===== src/sv/qsc_pkg.sv =====
// ---------------------------------------------------------------------------
// qsc_pkg: shared types and constants for the quad shape classifier
// Register map, reset values, shape kind codes and the configuration bundle.
// ---------------------------------------------------------------------------
package qsc_pkg;

    localparam int CFG_IDX_W  = 3;
    localparam int CFG_DATA_W = 24;
    localparam int AREA_W     = 24;
    localparam int COS_W      = 16;
    localparam int RATIO_W    = 20;
    // Both limits are fixed point with 16 fraction bits, so their squares carry 32.
    localparam int FRAC2_SHIFT = 32;

    localparam logic [CFG_IDX_W-1:0] REG_MIN_AREA     = 3'd0;
    localparam logic [CFG_IDX_W-1:0] REG_COSINE_LIMIT = 3'd1;
    localparam logic [CFG_IDX_W-1:0] REG_SQUARE_MAX   = 3'd2;
    localparam logic [CFG_IDX_W-1:0] REG_RED_LOW      = 3'd3;
    localparam logic [CFG_IDX_W-1:0] REG_RED_HIGH     = 3'd4;
    localparam logic [CFG_IDX_W-1:0] REG_GRAY_LOW     = 3'd5;
    localparam logic [CFG_IDX_W-1:0] REG_GRAY_HIGH    = 3'd6;

    localparam logic [1:0] KIND_SQUARE  = 2'd0;
    localparam logic [1:0] KIND_RED     = 2'd1;
    localparam logic [1:0] KIND_GRAY    = 2'd2;
    localparam logic [1:0] KIND_UNKNOWN = 2'd3;

    localparam logic [AREA_W-1:0]  RST_MIN_AREA     = 24'd1000;
    localparam logic [COS_W-1:0]   RST_COSINE_LIMIT = 16'd6554;
    localparam logic [RATIO_W-1:0] RST_SQUARE_MAX   = 20'd78643;
    localparam logic [RATIO_W-1:0] RST_RED_LOW      = 20'd85197;
    localparam logic [RATIO_W-1:0] RST_RED_HIGH     = 20'd98304;
    localparam logic [RATIO_W-1:0] RST_GRAY_LOW     = 20'd131072;
    localparam logic [RATIO_W-1:0] RST_GRAY_HIGH    = 20'd144179;

    typedef struct packed {
        logic [AREA_W-1:0]  min_area;
        logic [COS_W-1:0]   cosine_limit;
        logic [RATIO_W-1:0] square_ratio_max;
        logic [RATIO_W-1:0] red_ratio_low;
        logic [RATIO_W-1:0] red_ratio_high;
        logic [RATIO_W-1:0] gray_ratio_low;
        logic [RATIO_W-1:0] gray_ratio_high;
    } qsc_cfg_t;

endpackage


===== src/sv/qsc_fifo.sv =====
// ---------------------------------------------------------------------------
// qsc_fifo: small decoupling queue between front end and back end
// Register-based FIFO; depth must be a power of two.
// ---------------------------------------------------------------------------
module qsc_fifo
    import qsc_pkg::*;
#(
    parameter int WIDTH = 8,
    parameter int DEPTH = 4
)
(
    input  logic             clk,
    input  logic             rst_n,
    input  logic             in_valid,
    output logic             in_ready,
    input  logic [WIDTH-1:0] in_data,
    output logic             out_valid,
    input  logic             out_ready,
    output logic [WIDTH-1:0] out_data
);

    localparam int PW = (DEPTH > 1) ? $clog2(DEPTH) : 1;
    localparam int NW = $clog2(DEPTH + 1);

    logic [WIDTH-1:0] mem [DEPTH];
    logic [PW-1:0]    wr_ptr_reg, wr_ptr_next;
    logic [PW-1:0]    rd_ptr_reg, rd_ptr_next;
    logic [NW-1:0]    cnt_reg, cnt_next;
    logic             push, pop;

    assign in_ready  = (cnt_reg != NW'(DEPTH));
    assign out_valid = (cnt_reg != '0);
    assign push      = in_valid && in_ready;
    assign pop       = out_valid && out_ready;
    assign out_data  = mem[rd_ptr_reg];

    always_comb
    begin
        wr_ptr_next = push ? wr_ptr_reg + PW'(1) : wr_ptr_reg;
        rd_ptr_next = pop ? rd_ptr_reg + PW'(1) : rd_ptr_reg;
        cnt_next    = cnt_reg + NW'(push) - NW'(pop);
    end

    always_ff @(posedge clk or negedge rst_n)
    begin
        if (!rst_n)
        begin
            wr_ptr_reg <= '0;
            rd_ptr_reg <= '0;
            cnt_reg    <= '0;
        end
        else
        begin
            wr_ptr_reg <= wr_ptr_next;
            rd_ptr_reg <= rd_ptr_next;
            cnt_reg    <= cnt_next;
        end
    end

    always_ff @(posedge clk)
    begin
        if (push)
        begin
            mem[wr_ptr_reg] <= in_data;
        end
    end

endmodule


===== config.mk =====
export PLATFORM = sky130hd
export DESIGN_NAME = qsc_fifo
export DESIGN_NICKNAME = d
export VERILOG_FILES = /design/src/sv/qsc_pkg.sv /design/src/sv/qsc_fifo.sv
export SDC_FILE = /design/constraint.sdc
export NUM_CORES = 1
export LEC_CHECK = 0
export BUFFER_PORTS_ARGS = -buffer_cell sky130_fd_sc_hd__buf_2
export CAP_MARGIN = 25
export CORE_MARGIN = 2
export CORE_UTILIZATION = 55
export DETAILED_ROUTE_END_ITERATION = 8
export HOLD_SLACK_MARGIN = 0.05
export PLACE_DENSITY = 0.79
export SLEW_MARGIN = 40
export SYNTH_ARGS = -nofsm -noshare
export SYNTH_HDL_FRONTEND = slang
export SYNTH_SLANG_ARGS = --single-unit

===== constraint.sdc =====
create_clock -name clk -period 3 [get_ports clk]
set_input_delay 0.6 -clock clk [delete_from_list [all_inputs] [get_ports clk]]
set_output_delay 0.6 -clock clk [all_outputs]
set_load 0.05 [all_outputs]

==> metrics.csv <==
metric,value,unit
Pre-antenna DRT Iters,4,
Initial Utilization,58.6,%
Post-Synthesis Cells,83,
outcome,completed,
Final Critical Period,2.47,ns
synthesized area per cell,19.6,sq um
CTS resizes,0,
max-cap violations,0,
Post-CTS Repair Setup Buffers,0,
CP startpoint,rd_ptr_reg[0],
clk root buf,clkbuf_4,
gr ovfl total,0,
hold_buf cts,0,
setup_tns,0,ns
hold crit path type,in -> async,
"Slowest-stage cell, CP",dfrtp_1,
buffers added on ports,21,
wl on met1,1.04,mm
RR Startpoint,cnt_reg[1],
Final Hold Vio Count,0,
worst setup path endpoint,out_data[4],
buffer and inverter count on the worst path,1,
Critical Path End Type,primary output,
largest net degree at the start of global routing,12,
Die Ht,58.4,microns
crit-path max cell delay,0.73,ns
drt wl/cell,17.1,microns
Final ANT Viol Nets,0,
"Clk Latency, worst-skew pair",0.33,ns
DIE AREA,3410,sq um
CORE AREA,2780,sq um
Least-Margin Pin Slew,0.585,ns
CTS tree,done,
VDD IR-drop max,793,uV
layout cell share with drive strength beyond 1,32.7,%
skew final,0.00458,ns
"Net Count, Synth",102,
max reg flops,32,
Worst path depth,2,
synth-to-layout area growth,10.9,%
antenna fix cells,0,
FF-to-FF path depth,9,
Post-Layout Cell Count,141,
dpl cells,133,
crit path max fanout,10,
register area,1140,sq um
Tcrit/Tclk final,82.2,%
final wirelength,2.41,mm
setup violators final,0,
first-pass GRT wire length,3.98,mm
max layer used,met4,
Multi-input gate area,454,sq um
die width,58.4,microns
distinct cell type count after synthesis,19,
hpwl dp,1.66,mm
fmax,406,MHz
"Slew Viols, Final",0,
clk sink count,39,
sequential element share of the synthesized area,69.7,%
CP startpoint kind,flop,
routed wl met2,1.26,mm
Nets,128,
row count,19,
Remaining DRCs,0,
initial DRC count,20,
DR vias,795,
gr usage total,16.7,%
synth warn,0,
number of CTS-inserted buffers,5,
worst reg-to-reg setup slack,0.74,ns
Yosys reg bits,39,
CP Cell Sequence,mux4_2 > buf_2,
GP Congestion,0.681,
RR Endpoint,cnt_reg[2],
Crit path required time,2.40,ns
met3 wire len,97,microns
CTS HTree Levels,2,
clock-pin slew on the worst setup and hold paths,0.10,ns
initial antenna violation count,0,
PwrDens,1060,nW/um^2
cell leakage power,0.680,nW
vias in the first global route,849,
Filler Cell Count,206,
kind of critical path,reg -> out,
Mapped Area,1630,sq um
Top delay family on crit path,flip-flops,
Vias per Instance,5.64,
RSZ-0062 raised after global routing,false,
relative max-transition margin,61.0,%
clock buffer depth,2,
WP data arrival,1.87,ns
io pins,22,
==> layer usage <==
layer  track usage (%)  vias up
li1                  -      376
met1              20.9      399
met2              27.3       18
met3              5.93        2
met4              5.98        0
met5                 0        -
==> report_power, final <==
part / internal [W] / leakage (nW) / switching [W] / total, W
Clock: 0.0000914 / 0.0293 / 0.000152 / 0.000244
Combinational: 0.000295 / 0.275 / 0.000487 / 0.000782
Sequential: 0.000732 / 0.375 / 0.000153 / 0.000885
Total: 0.00112 / 0.680 / 0.000792 / 0.00191
==> cells in the final DEF (no fill, tap or decap), types with 3 or more instances in the layout <==
cell | Yosys | layout
edfxtp_1 | 32 | 32
clkbuf_4 | 0 | 5
dfrtp_1 | 7 | 7
ha_1 | 6 | 6
xnor2_1 | 3 | 3
nand2b_1 | 4 | 4
mux4_2 | 8 | 8
buf_2 | 0 | 21
and3b_1 | 4 | 4
inv_1 | 6 | 6
==> worst min path at each step <==
stage | startpoint | to | slack (ns)
2_1_floorplan | rst_n | cnt_reg[0] | 0.30
3_5_place_dp | rst_n | rd_ptr_reg[1] | 0.44
4_1_cts | rst_n | cnt_reg[1] | 0.07
5_1_grt | rst_n | cnt_reg[1] | 0.05
6_report | rst_n | cnt_reg[2] | 0.08
3_3_place_gp | rst_n | cnt_reg[1] | 0.44
==> cell usage after synthesis (all sizes together) <==
cell type	number	area (sq um)
edfxtp	32	961
mux4	8	180
dfrtp	7	175
ha	6	75.1
inv	6	22.5
and3b	4	35.0
nand2b	4	25.0
xnor2	3	26.3
nand4bb	2	22.5
o211ai	2	15.0
buf	1	11.3
clkbuf	1	5.00
fa	1	20.0
nand2	1	3.75
nor3b	1	18.8
o311ai	1	8.76
o31a	1	8.76
or3	1	6.26
xor2	1	8.76
==> cells by family after synthesis <==
logic type	share of synthesized area (%)
compound gates	2.00
xor+xnor	2.15
buf+inv	2.38
flops	69.7
mux	11.1
simple gates	6.84
fa+ha+maj	5.84
==> layout make-up <==
cell class,instances,share of cell area (%)
Sequential cell,39,62.9
Clock buffer,7,2.49
Inverter,6,1.25
Timing Repair Buffer,21,5.82
Clock inverter,1,0.277
Tap cell,31,2.15
Multi-Input combinational cell,36,25.1
==> per-stage QoR <==
| stage | hold slack (ns) | utilization [%] | total power [W] | setup slack (ns) | area [sq um] |
|---|---|---|---|---|---|
| 3_3_place_gp | 0.441 | 63.2 | 0.00166 | 0.795 | 1760 |
| 6_report | 0.0817 | 65.0 | 0.00191 | 0.535 | 1810 |
| 2_1_floorplan | 0.304 | - | 0.00152 | 0.930 | 1630 |
| 5_1_grt | 0.0514 | 65.0 | 0.00203 | 0.386 | 1810 |
| 4_1_cts | 0.0710 | 65.0 | 0.00194 | 0.486 | 1810 |
| 3_5_place_dp | 0.442 | 63.2 | 0.00170 | 0.739 | 1760 |
Note: power is estimated with default switching activity, not from simulation.
